===== config.mk =====
export PLATFORM = sky130hd
export DESIGN_NAME = serial_line_editor_flat
export DESIGN_NICKNAME = d
export VERILOG_FILES = /design/src/design/sle_pkg.sv /design/src/design/sle_if.sv /design/src/design/sle_ram.sv /design/src/design/sle_front.sv /design/src/design/sle_queue.sv /design/src/design/sle_back.sv /design/src/design/serial_line_editor.sv /design/src/flat_wrapper.sv
export SDC_FILE = /design/constraint.sdc
export NUM_CORES = 1
export LEC_CHECK = 0
export ABC_AREA = 1
export BUFFER_PORTS_ARGS = -buffer_cell sky130_fd_sc_hd__buf_4
export CELL_PAD_IN_SITES_DETAIL_PLACEMENT = 1
export CELL_PAD_IN_SITES_GLOBAL_PLACEMENT = 1
export CORE_ASPECT_RATIO = 1.25
export CORE_MARGIN = 3
export CORE_UTILIZATION = 51
export CTS_CLUSTER_SIZE = 40
export DETAILED_ROUTE_END_ITERATION = 12
export PLACE_DENSITY = 0.83
export SETUP_SLACK_MARGIN = 0.05
export SLEW_MARGIN = 20
export SYNTH_ARGS = -nofsm -noshare
export SYNTH_HDL_FRONTEND = slang
export SYNTH_SLANG_ARGS = --single-unit

===== constraint.sdc =====
create_clock -name clk -period 4.5 [get_ports clk]
set_clock_uncertainty 0.2 [all_clocks]
set_input_delay 0.9 -clock clk [delete_from_list [all_inputs] [get_ports clk]]
set_output_delay 0.9 -clock clk [all_outputs]
set_load 0.02 [all_outputs]

===== src/design/sle_pkg.sv =====
// ----------------------------------------------------------------------------
// sle_pkg
// Shared constants and types of the serial line editor: character codes,
// command kinds passed from the front part to the back part, back-part states.
// ----------------------------------------------------------------------------
package sle_pkg;

    localparam int LINE_BYTES_DEFAULT = 64;
    localparam int QUEUE_DEPTH        = 2;

    localparam logic [7:0] CH_BS  = 8'h08;
    localparam logic [7:0] CH_DEL = 8'h7F;
    localparam logic [7:0] CH_CR  = 8'h0D;
    localparam logic [7:0] CH_LF  = 8'h0A;
    localparam logic [7:0] CH_SP  = 8'h20;

    localparam int KIND_W = 2;

    typedef enum logic [KIND_W-1:0] {
        CMD_ECHO,
        CMD_ERASE,
        CMD_LINE
    } kind_t;

    typedef enum logic {
        BK_IDLE,
        BK_EMIT
    } bk_state_t;

endpackage


===== src/design/sle_if.sv =====
// ----------------------------------------------------------------------------
// sle_in_if / sle_out_if
// Valid/ready channels of the serial line editor: received bytes in,
// echo and line items out.
// ----------------------------------------------------------------------------
interface sle_in_if;
    logic       valid;
    logic       ready;
    logic [7:0] rx_byte;

    modport source (output valid, output rx_byte, input ready);
    modport sink   (input valid, input rx_byte, output ready);
endinterface

interface sle_out_if;
    logic       valid;
    logic       ready;
    logic       echo_valid;
    logic [7:0] echo_byte;
    logic       line_valid;
    logic [7:0] line_byte;
    logic       line_end;
    logic       last;

    modport source (output valid, output echo_valid, output echo_byte,
                    output line_valid, output line_byte, output line_end,
                    output last, input ready);
    modport sink   (input valid, input echo_valid, input echo_byte,
                    input line_valid, input line_byte, input line_end,
                    input last, output ready);
endinterface


===== src/design/sle_ram.sv =====
// ----------------------------------------------------------------------------
// sle_ram
// Generic single-write, single-read RAM with registered read data.
// ----------------------------------------------------------------------------
module sle_ram #(
    parameter int WIDTH = 8,
    parameter int DEPTH = 63,
    localparam int AW   = (DEPTH > 1) ? $clog2(DEPTH) : 1
) (
    input  logic             clk,
    input  logic             wr_en,
    input  logic [AW-1:0]    wr_addr,
    input  logic [WIDTH-1:0] wr_data,
    input  logic             rd_en,
    input  logic [AW-1:0]    rd_addr,
    output logic [WIDTH-1:0] rd_data
);

    logic [WIDTH-1:0] mem [DEPTH];
    logic [WIDTH-1:0] rd_data_reg;

    always_ff @(posedge clk)
    begin
        if (wr_en)
        begin
            mem[wr_addr] <= wr_data;
        end
        if (rd_en)
        begin
            rd_data_reg <= mem[rd_addr];
        end
    end

    assign rd_data = rd_data_reg;

endmodule


===== src/design/sle_front.sv =====
// ----------------------------------------------------------------------------
// sle_front
// Accepts received bytes, classifies them, keeps the fill position, writes
// ordinary characters into the line store and issues commands to the back.
// ----------------------------------------------------------------------------
module sle_front #(
    parameter int LINE_BYTES = sle_pkg::LINE_BYTES_DEFAULT,
    localparam int POS_W     = $clog2(LINE_BYTES),
    localparam int ADDR_W    = $clog2(LINE_BYTES - 1)
) (
    input  logic                clk,
    input  logic                rst_n,
    sle_in_if.sink              rx,
    input  logic                q_full,
    input  logic                line_done,
    output logic                push,
    output sle_pkg::kind_t      cmd_kind,
    output logic [7:0]          cmd_data,
    output logic [POS_W-1:0]    cmd_pos,
    output logic                wr_en,
    output logic [ADDR_W-1:0]   wr_addr,
    output logic [7:0]          wr_data
);

    import sle_pkg::*;

    logic [POS_W-1:0] fill_pos_reg, fill_pos_next;
    logic             line_busy_reg, line_busy_next;
    logic             accept;
    logic             is_erase;
    logic             is_term;

    // hold off while a line read-out is pending: it reads the store
    assign rx.ready = !q_full && !line_busy_reg;
    assign accept   = rx.valid && rx.ready;
    assign is_erase = (rx.rx_byte == CH_BS) || (rx.rx_byte == CH_DEL);
    assign is_term  = (rx.rx_byte == CH_CR) || (rx.rx_byte == CH_LF);

    assign cmd_data = rx.rx_byte;
    assign cmd_pos  = fill_pos_reg;
    assign wr_addr  = fill_pos_reg[ADDR_W-1:0];
    assign wr_data  = rx.rx_byte;

    always_comb
    begin
        fill_pos_next  = fill_pos_reg;
        line_busy_next = line_busy_reg;
        push           = 1'b0;
        cmd_kind       = CMD_ECHO;
        wr_en          = 1'b0;
        if (line_done)
        begin
            line_busy_next = 1'b0;
        end
        if (accept)
        begin
            if (is_erase)
            begin
                // drop a backspace on an empty line
                if (fill_pos_reg != '0)
                begin
                    fill_pos_next = fill_pos_reg - 1'b1;
                    push          = 1'b1;
                    cmd_kind      = CMD_ERASE;
                end
            end
            else if (is_term)
            begin
                push           = 1'b1;
                cmd_kind       = CMD_LINE;
                fill_pos_next  = '0;
                line_busy_next = 1'b1;
            end
            else
            begin
                push = 1'b1;
                if (fill_pos_reg < POS_W'(LINE_BYTES - 1))
                begin
                    wr_en         = 1'b1;
                    fill_pos_next = fill_pos_reg + 1'b1;
                end
            end
        end
    end

    always_ff @(posedge clk or negedge rst_n)
    begin
        if (!rst_n)
        begin
            fill_pos_reg  <= '0;
            line_busy_reg <= 1'b0;
        end
        else
        begin
            fill_pos_reg  <= fill_pos_next;
            line_busy_reg <= line_busy_next;
        end
    end

endmodule


===== src/design/sle_queue.sv =====
// ----------------------------------------------------------------------------
// sle_queue
// Short command queue between the front and back parts.
// ----------------------------------------------------------------------------
module sle_queue #(
    parameter int WIDTH = 8,
    parameter int DEPTH = sle_pkg::QUEUE_DEPTH,
    localparam int PW   = (DEPTH > 1) ? $clog2(DEPTH) : 1,
    localparam int CW   = $clog2(DEPTH + 1)
) (
    input  logic             clk,
    input  logic             rst_n,
    input  logic             push,
    input  logic [WIDTH-1:0] din,
    input  logic             pop,
    output logic [WIDTH-1:0] dout,
    output logic             full,
    output logic             empty
);

    logic [WIDTH-1:0] entry_reg [DEPTH];
    logic [PW-1:0]    head_reg, head_next;
    logic [PW-1:0]    tail_reg, tail_next;
    logic [CW-1:0]    count_reg, count_next;

    assign full  = (count_reg == CW'(DEPTH));
    assign empty = (count_reg == '0);
    assign dout  = entry_reg[head_reg];

    always_comb
    begin
        head_next  = head_reg;
        tail_next  = tail_reg;
        count_next = count_reg;
        if (push)
        begin
            tail_next = (tail_reg == PW'(DEPTH - 1)) ? '0 : tail_reg + 1'b1;
        end
        if (pop)
        begin
            head_next = (head_reg == PW'(DEPTH - 1)) ? '0 : head_reg + 1'b1;
        end
        if (push && !pop)
        begin
            count_next = count_reg + 1'b1;
        end
        else if (pop && !push)
        begin
            count_next = count_reg - 1'b1;
        end
    end

    always_ff @(posedge clk)
    begin
        if (push)
        begin
            entry_reg[tail_reg] <= din;
        end
    end

    always_ff @(posedge clk or negedge rst_n)
    begin
        if (!rst_n)
        begin
            head_reg  <= '0;
            tail_reg  <= '0;
            count_reg <= '0;
        end
        else
        begin
            head_reg  <= head_next;
            tail_reg  <= tail_next;
            count_reg <= count_next;
        end
    end

endmodule


===== src/design/sle_back.sv =====
// ----------------------------------------------------------------------------
// sle_back
// Carries out queued commands: produces the echo run, or the echo plus the
// stored line from the line store, one item per cycle while not stalled.
// ----------------------------------------------------------------------------
module sle_back #(
    parameter int LINE_BYTES = sle_pkg::LINE_BYTES_DEFAULT,
    localparam int POS_W     = $clog2(LINE_BYTES),
    localparam int ADDR_W    = $clog2(LINE_BYTES - 1)
) (
    input  logic                clk,
    input  logic                rst_n,
    input  logic                q_empty,
    input  sle_pkg::kind_t      q_kind,
    input  logic [7:0]          q_data,
    input  logic [POS_W-1:0]    q_pos,
    output logic                pop,
    output logic                rd_en,
    output logic [ADDR_W-1:0]   rd_addr,
    input  logic [7:0]          rd_data,
    output logic                line_done,
    sle_out_if.source           tx
);

    import sle_pkg::*;

    bk_state_t        state_reg, state_next;
    kind_t            kind_reg, kind_next;
    logic [7:0]       data_reg, data_next;
    logic [POS_W-1:0] pos_reg, pos_next;
    logic [POS_W-1:0] k_reg, k_next;
    logic [POS_W:0]   k_inc;
    logic [POS_W-1:0] last_idx;

    logic             out_valid_reg, out_valid_next;
    logic             echo_valid_reg, echo_valid_next;
    logic [7:0]       echo_byte_reg, echo_byte_next;
    logic             line_valid_reg, line_valid_next;
    logic [7:0]       line_byte_reg, line_byte_next;
    logic             line_end_reg, line_end_next;
    logic             last_reg, last_next;

    logic             slot_free;
    logic             it_echo_valid;
    logic [7:0]       it_echo_byte;
    logic             it_line_valid;
    logic [7:0]       it_line_byte;
    logic             it_line_end;

    assign slot_free = !out_valid_reg || tx.ready;
    assign k_inc     = {1'b0, k_reg} + 1'b1;

    // index of the final item of the run
    always_comb
    begin
        unique case (kind_reg)
            CMD_ECHO:  last_idx = '0;
            CMD_ERASE: last_idx = POS_W'(2);
            CMD_LINE:  last_idx = (pos_reg > POS_W'(2)) ? pos_reg : POS_W'(2);
            default:   last_idx = '0;
        endcase
    end

    // fields of item k of the current run
    always_comb
    begin
        it_echo_valid = 1'b0;
        it_echo_byte  = '0;
        it_line_valid = 1'b0;
        it_line_byte  = '0;
        it_line_end   = 1'b0;
        unique case (kind_reg)
            CMD_ECHO:
            begin
                it_echo_valid = 1'b1;
                it_echo_byte  = data_reg;
            end
            CMD_ERASE:
            begin
                it_echo_valid = 1'b1;
                it_echo_byte  = (k_reg == POS_W'(1)) ? CH_SP : CH_BS;
            end
            CMD_LINE:
            begin
                if (k_reg < POS_W'(3))
                begin
                    it_echo_valid = 1'b1;
                    if (k_reg == '0)
                    begin
                        it_echo_byte = data_reg;
                    end
                    else if (k_reg == POS_W'(1))
                    begin
                        it_echo_byte = CH_CR;
                    end
                    else
                    begin
                        it_echo_byte = CH_LF;
                    end
                end
                if (k_reg < pos_reg)
                begin
                    it_line_valid = 1'b1;
                    it_line_byte  = rd_data;
                end
                else if (k_reg == pos_reg)
                begin
                    it_line_valid = 1'b1;
                    it_line_end   = 1'b1;
                end
            end
            default:
            begin
                it_echo_valid = 1'b0;
            end
        endcase
    end

    always_comb
    begin
        state_next      = state_reg;
        kind_next       = kind_reg;
        data_next       = data_reg;
        pos_next        = pos_reg;
        k_next          = k_reg;
        pop             = 1'b0;
        rd_en           = 1'b0;
        rd_addr         = '0;
        line_done       = 1'b0;
        out_valid_next  = out_valid_reg && !tx.ready;
        echo_valid_next = echo_valid_reg;
        echo_byte_next  = echo_byte_reg;
        line_valid_next = line_valid_reg;
        line_byte_next  = line_byte_reg;
        line_end_next   = line_end_reg;
        last_next       = last_reg;
        unique case (state_reg)
            BK_IDLE:
            begin
                if (!q_empty)
                begin
                    pop        = 1'b1;
                    kind_next  = q_kind;
                    data_next  = q_data;
                    pos_next   = q_pos;
                    k_next     = '0;
                    state_next = BK_EMIT;
                    if (q_kind == CMD_LINE && q_pos != '0)
                    begin
                        rd_en = 1'b1;
                    end
                end
            end
            BK_EMIT:
            begin
                if (slot_free)
                begin
                    out_valid_next  = 1'b1;
                    echo_valid_next = it_echo_valid;
                    echo_byte_next  = it_echo_byte;
                    line_valid_next = it_line_valid;
                    line_byte_next  = it_line_byte;
                    line_end_next   = it_line_end;
                    last_next       = (k_reg == last_idx);
                    if (k_reg == last_idx)
                    begin
                        state_next = BK_IDLE;
                        line_done  = (kind_reg == CMD_LINE);
                    end
                    else
                    begin
                        k_next = k_inc[POS_W-1:0];
                        // fetch the next stored character ahead of its item
                        if (kind_reg == CMD_LINE && k_inc < {1'b0, pos_reg})
                        begin
                            rd_en   = 1'b1;
                            rd_addr = k_inc[ADDR_W-1:0];
                        end
                    end
                end
            end
            default:
            begin
                state_next = BK_IDLE;
            end
        endcase
    end

    always_ff @(posedge clk or negedge rst_n)
    begin
        if (!rst_n)
        begin
            state_reg     <= BK_IDLE;
            out_valid_reg <= 1'b0;
        end
        else
        begin
            state_reg     <= state_next;
            out_valid_reg <= out_valid_next;
        end
    end

    always_ff @(posedge clk)
    begin
        kind_reg       <= kind_next;
        data_reg       <= data_next;
        pos_reg        <= pos_next;
        k_reg          <= k_next;
        echo_valid_reg <= echo_valid_next;
        echo_byte_reg  <= echo_byte_next;
        line_valid_reg <= line_valid_next;
        line_byte_reg  <= line_byte_next;
        line_end_reg   <= line_end_next;
        last_reg       <= last_next;
    end

    assign tx.valid      = out_valid_reg;
    assign tx.echo_valid = echo_valid_reg;
    assign tx.echo_byte  = echo_byte_reg;
    assign tx.line_valid = line_valid_reg;
    assign tx.line_byte  = line_byte_reg;
    assign tx.line_end   = line_end_reg;
    assign tx.last       = last_reg;

endmodule


===== src/design/serial_line_editor.sv =====
// ----------------------------------------------------------------------------
// serial_line_editor
// Terminal line editor: echoes received bytes, handles backspace, and on
// CR or LF delivers the stored line followed by a zero terminator item.
// ----------------------------------------------------------------------------
//
//  channel  direction  payload                                       handshake
//  rx       in         rx_byte                                       valid/ready
//  tx       out        echo_valid echo_byte line_valid line_byte     valid/ready
//                      line_end last
//
//  An ordinary byte gives one item, a backspace three (none on an empty
//  line), a line terminator max(3, fill+1) items. The back part takes a
//  command from the queue only in its idle state, once the previous one
//  is done, then emits one item per cycle while tx is not stalled.
//  While a line is being read out, rx.ready stays low; otherwise a new byte
//  is taken whenever the two-entry command queue has room.
//  Reset clears the fill position, the queue and the output register; the
//  line store is not cleared. A stalled tx holds its item and stalls the back.
//
module serial_line_editor #(
    parameter int LINE_BYTES = sle_pkg::LINE_BYTES_DEFAULT
) (
    input  logic        clk,
    input  logic        rst_n,
    sle_in_if.sink      rx,
    sle_out_if.source   tx
);

    import sle_pkg::*;

    localparam int POS_W  = $clog2(LINE_BYTES);
    localparam int ADDR_W = $clog2(LINE_BYTES - 1);
    localparam int CMD_W  = KIND_W + 8 + POS_W;

    logic              push;
    kind_t             cmd_kind;
    logic [7:0]        cmd_data;
    logic [POS_W-1:0]  cmd_pos;
    logic              q_full;
    logic              q_empty;
    logic              pop;
    logic [CMD_W-1:0]  q_dout;
    kind_t             q_kind;
    logic [7:0]        q_data;
    logic [POS_W-1:0]  q_pos;
    logic              line_done;
    logic              wr_en;
    logic [ADDR_W-1:0] wr_addr;
    logic [7:0]        wr_data;
    logic              rd_en;
    logic [ADDR_W-1:0] rd_addr;
    logic [7:0]        rd_data;

    sle_front #(.LINE_BYTES(LINE_BYTES)) u_front (
        .clk       (clk),
        .rst_n     (rst_n),
        .rx        (rx),
        .q_full    (q_full),
        .line_done (line_done),
        .push      (push),
        .cmd_kind  (cmd_kind),
        .cmd_data  (cmd_data),
        .cmd_pos   (cmd_pos),
        .wr_en     (wr_en),
        .wr_addr   (wr_addr),
        .wr_data   (wr_data)
    );

    sle_queue #(.WIDTH(CMD_W), .DEPTH(QUEUE_DEPTH)) u_queue (
        .clk   (clk),
        .rst_n (rst_n),
        .push  (push),
        .din   ({cmd_kind, cmd_data, cmd_pos}),
        .pop   (pop),
        .dout  (q_dout),
        .full  (q_full),
        .empty (q_empty)
    );

    assign q_kind = kind_t'(q_dout[CMD_W-1 -: KIND_W]);
    assign q_data = q_dout[POS_W +: 8];
    assign q_pos  = q_dout[POS_W-1:0];

    sle_ram #(.WIDTH(8), .DEPTH(LINE_BYTES - 1)) u_line_store (
        .clk     (clk),
        .wr_en   (wr_en),
        .wr_addr (wr_addr),
        .wr_data (wr_data),
        .rd_en   (rd_en),
        .rd_addr (rd_addr),
        .rd_data (rd_data)
    );

    sle_back #(.LINE_BYTES(LINE_BYTES)) u_back (
        .clk       (clk),
        .rst_n     (rst_n),
        .q_empty   (q_empty),
        .q_kind    (q_kind),
        .q_data    (q_data),
        .q_pos     (q_pos),
        .pop       (pop),
        .rd_en     (rd_en),
        .rd_addr   (rd_addr),
        .rd_data   (rd_data),
        .line_done (line_done),
        .tx        (tx)
    );

    a_no_push_when_full : assert property (@(posedge clk) disable iff (!rst_n)
        push |-> !q_full || pop)
        else $error("command queue overrun");

    a_no_pop_when_empty : assert property (@(posedge clk) disable iff (!rst_n)
        pop |-> !q_empty)
        else $error("command queue underrun");

    a_line_done_last : assert property (@(posedge clk) disable iff (!rst_n)
        line_done |=> tx.valid && tx.last)
        else $error("line read-out did not close with its final item");

    a_item_not_empty : assert property (@(posedge clk) disable iff (!rst_n)
        tx.valid |-> tx.echo_valid || tx.line_valid)
        else $error("result item carries neither echo nor line data");

    a_end_is_zero : assert property (@(posedge clk) disable iff (!rst_n)
        tx.valid && tx.line_end |-> tx.line_valid && tx.line_byte == 8'h00)
        else $error("line terminator item malformed");

endmodule

===== src/flat_wrapper.sv =====
// flat-port wrapper written by rule: the top's interface ports become plain ports
module serial_line_editor_flat import sle_pkg::*;
#(
    parameter int LINE_BYTES = sle_pkg::LINE_BYTES_DEFAULT
)
  (clk, rst_n, rx_valid, rx_rx_byte, rx_ready, tx_valid, tx_echo_valid, tx_echo_byte, tx_line_valid, tx_line_byte, tx_line_end, tx_last, tx_ready);
  sle_in_if rx_i ();
  sle_out_if tx_i ();
  input  logic clk;
  input  logic rst_n;
  input wire logic [$bits(rx_i.valid)-1:0] rx_valid;
  input wire logic [$bits(rx_i.rx_byte)-1:0] rx_rx_byte;
  output wire logic [$bits(rx_i.ready)-1:0] rx_ready;
  output wire logic [$bits(tx_i.valid)-1:0] tx_valid;
  output wire logic [$bits(tx_i.echo_valid)-1:0] tx_echo_valid;
  output wire logic [$bits(tx_i.echo_byte)-1:0] tx_echo_byte;
  output wire logic [$bits(tx_i.line_valid)-1:0] tx_line_valid;
  output wire logic [$bits(tx_i.line_byte)-1:0] tx_line_byte;
  output wire logic [$bits(tx_i.line_end)-1:0] tx_line_end;
  output wire logic [$bits(tx_i.last)-1:0] tx_last;
  input wire logic [$bits(tx_i.ready)-1:0] tx_ready;
  assign rx_i.valid = rx_valid;
  assign rx_i.rx_byte = rx_rx_byte;
  assign rx_ready = rx_i.ready;
  assign tx_valid = tx_i.valid;
  assign tx_echo_valid = tx_i.echo_valid;
  assign tx_echo_byte = tx_i.echo_byte;
  assign tx_line_valid = tx_i.line_valid;
  assign tx_line_byte = tx_i.line_byte;
  assign tx_line_end = tx_i.line_end;
  assign tx_last = tx_i.last;
  assign tx_i.ready = tx_ready;
  serial_line_editor #(.LINE_BYTES(LINE_BYTES)) u_core (.clk(clk), .rst_n(rst_n), .rx(rx_i), .tx(tx_i));
endmodule

==> results.md <==
- Hold_sp: tx_ready
- 1st-iter DRT viols: 2052
- R2r startpoint: u_core.u_back.kind_reg[0]
- Critical path required time: 4.68 ns
- Adder-Cell Fraction of Synth Area: 0.0106
- Worst-path fanout max: 172
- Final wirelength: 84400 um
- Outcome: finished, final reports clean
- Main combinational cell family by area after synthesis: simple AND/OR/NAND/NOR gates
- Internal: between 0.009 and 0.01 W
- Synth area leaders: edfxtp_1 65%, nand3_1 8.1%, inv_1 5.6%, nand2_1 4.8%, nand4_1 4.8%
- Fill count: about 5.6k
- H-Tree Depth: 2
- Avg Vias per Cell: slightly above 6
- Post-route cell area: 30000 um2
- Crit Path Class: reg2reg
- Sw Pwr: 0.00450 W
- Clock Power Share: 0.325
- Crit start category: flip-flop
- Worst hold path class: in2reg
- Post-route ant nets: 0
- Die Span Y: 264 um
- Syn Inst Count: 2586
- Switching part of the total: 0.314
- Critical-path cell list: inv_1 > ha_1 > nand2_1 > inv_2 > nand3_1 > nand2_1 > nor2_1 > nand2_1 > nor2_1 > nand3_4 > buf_12 > nand4_1 > nand3_1 > nand3_1 > nand3_1 > nand3_1 > nand3_1 > nand2_1
- Distinct cells, synth: 38
- Fin. max-slew vios: 0
- Wire per inst: 25.6 um
- CTS tree: yes
- # DRC: 0
- Clock tree root buffer cell: clkbuf_16
- Area Overhead vs Synth: 10.1%
- Fraction of layout cells with a size suffix above 1: 0.0937
- Syn. warnings: 0
- Max IR drop VDD: approximately 0.33 mV
- Synth Register Bits: 599
- Crit-path slowest cell: buf_12
- R2r endpoint: u_core.u_line_store.rd_data[1]
- Fmax: 242 MHz
- Power share of the combinational group: 0.205
- Nets: between 2k and 3k
- Ant. Diodes: 0
- Worst setup path startpoint: u_core.u_back.kind_reg[0]
- Worst setup path endpoint: u_core.u_line_store.rd_data[1]
- Sequential share of the synthesized area: 0.658
- Post-CTS setup buffer count: 0
- Final period utilization: 0.920
- Initial antenna violation count: 1
- Largest net degree at the start of global routing: 173
- Max reg flops: 504
- Post-Syn Area: 27200 um2
- First-pass DRT Iterations: 6
- Tot GR Track Use: 0.300
- Synth Flop Type: edfxtp_1
- Leading area contributor after synthesis: edfxtp_1
- Post-synth ARST share: 0.0217
- Post-synthesis mux area share: 0
- Critical path endpoint category: flip-flop
- Worst Hold Path Cells: 2
- Arr. time, crit path: 4.32 ns
- Flop pwr share: 0.470
- Total power: between 0.01 and 0.015 W
- First-pass GRT wire length: 127000 um
- RSZ-0062 raised after global routing: false
- Placement Rows: 94
- Vias: around 20k
- Post-synthesis net count: 2621
- Fin Setup TNS: 0 ns
- Starting Density: 0.517
- DPL Wire Length: 52200 um
- Post-synth top area share: 0.647
- Synth Area in XOR/XNOR: 0.00354
- Max-slew headroom: 0.317
- Post-Synth Simple-Gate Area: 0.232
- Die Area: 56200 um2
- Setup Viol. Count Final: 0
- Die width: ~210 um
- Pwr per Cell Area: 478 nW/um2
- CTS Buf Count: 57
- # IOs: 34
- Clk sink count: 599
- Clock Path Buffers: 3
- Slowest stage delay, CP: approximately 0.51 ns
- Final weighted congestion in routability-driven placement: 0.887
- Congestion Overflow GR: 0
- Worst-path clk slew: 0.07 ns
- Static leakage: 12.0 nW
- Area after DPL: 28200 um2
- Tmin final: 4.14 ns
- Max-cap violations: 0
- PortBufs: 33
- Number of global-route vias before repair: 21.0k
- R2r setup slk: 0.36 ns
- Core Box Area: roughly 53000 um2
- Syn_area_per_cell: 10.5 um2
- Critical path's most frequent cell: nand3_1
- EDFF count, synth: 586
- Clk Latency, worst-skew pair: approximately 0.63 ns
- Worst reg2reg path depth: 18
- Hold Vio Cnt, Final: 0
- Worst-Margin Slew: 1.02 ns
- Compound-Gate Fraction of Synth Area: 0.0110
==> Yosys cell counts (4+ instances only) <==
| master | n |
|---|---|
| dfrtp_1 | 13 |
| or2_0 | 23 |
| xor2_1 | 8 |
| clkbuf_1 | 60 |
| nand3_1 | 442 |
| nand2_1 | 351 |
| nor2_1 | 235 |
| o31ai_1 | 4 |
| ha_1 | 23 |
| a21oi_1 | 16 |
| o21ai_0 | 16 |
| buf_1 | 10 |
| a31oi_1 | 5 |
| inv_2 | 4 |
| buf_4 | 16 |
| or2_1 | 4 |
| edfxtp_1 | 586 |
| inv_1 | 409 |
| nand4_1 | 207 |
| buf_2 | 67 |
| nor3_1 | 5 |
| or2_2 | 58 |
==> cell usage in the layout (no fill, tap or decap), types with 7 or more instances in the layout <==
master     instances
dfrtp_1           13
or2_0             23
clkbuf_1          12
clkinv_1          12
a21oi_1           16
or2_2             58
ha_1              23
clkbuf_16         58
inv_1            409
nor2_1           231
buf_4             79
nand2_1          351
buf_12             8
clkinv_2          14
edfxtp_1         586
nand3_1          441
xor2_1             7
nand4_1          207
o21ai_0           16
==> through the flow <==
| step | hold slack (ns) | setup WS, ns | util | cells |
|---|---|---|---|---|
| floorplan | 0.237 | 1.18 | - | 2586 |
| global placement | 0.286 | 0.369 | 0.534 | 3193 |
| detailed placement | 0.307 | 0.328 | 0.534 | 3193 |
| CTS | 0.291 | 0.283 | 0.568 | 3298 |
| global route | 0.314 | 0.0743 | 0.569 | 3298 |
| finish | 0.307 | 0.361 | 0.569 | 3298 |
==> logic make-up (layout without fill, tap and decap cells) <==
group	Yosys count	in the layout
AND/OR/NAND/NOR	1332	1332
adder cells (fa/ha/maj)	23	23
AO/OA/AOI/OAI	51	51
XOR/XNOR	11	11
buffers and inverters	570	610
flip-flops	599	599
==> per-layer routing <==
layer / track usage / vias up / routed length (um)
li1: - / 8807 / -
met1: 0.352 / 9981 / 30400
met2: 0.509 / 881 / 42200
met3: 0.0559 / 280 / 5970
met4: 0.182 / 2 / 5870
met5: 0 / - / 12
==> worst min-delay path by stage <==
stage	endpoint	slack, ns
after floorplan	u_core.u_queue.entry_reg[0][3]	0.24
after global placement	u_core.u_queue.count_reg[0]	0.29
after detailed placement	u_core.u_queue.count_reg[1]	0.31
after CTS	u_core.u_back.tx.valid	0.29
after global routing	u_core.u_back.tx.valid	0.31
final	u_core.u_back.tx.valid	0.31
==> area by class of cell <==
| class | count | area (um2) | share of cell area |
|---|---|---|---|
| clock inverter | 29 | 203 | 0.00677 |
| inverter | 415 | 1560 | 0.0520 |
| clock buffer | 75 | 1570 | 0.0522 |
| sequential | 599 | 17900 | 0.598 |
| tap | 672 | 841 | 0.0281 |
| timing repair buffer | 91 | 813 | 0.0271 |
| multi-input combinational | 1417 | 7060 | 0.236 |
==> critical path: cells and delay by family (launching register included) <==
kind	cells	cell delay [ns]
AND/OR/NAND/NOR	14	1.76
buffers and inverters	3	0.71
adder cells (fa/ha/maj)	1	0.47
flip-flops	1	0.44
==> power by group through the flow <==
| stage | combinational [W] | sequential, W | clock (W) |
|---|---|---|---|
| 2_1_floorplan | 0.00178 | 0.00676 | 0 |
| 3_3_place_gp | 0.00273 | 0.00682 | 0 |
| 3_5_place_dp | 0.00285 | 0.00684 | 0 |
| 4_1_cts | 0.00289 | 0.00673 | 0.00469 |
| 5_1_grt | 0.00317 | 0.00676 | 0.00490 |
| 6_report | 0.00294 | 0.00673 | 0.00466 |
==> what timing repair did <==
item	4_1_cts	5_1_grt
endpoints found under the hold margin	13	0
resized for setup	0	4
endpoints found under the setup margin	0	8
hold buffers	1	0
Power figures use the tool's default switching activity.
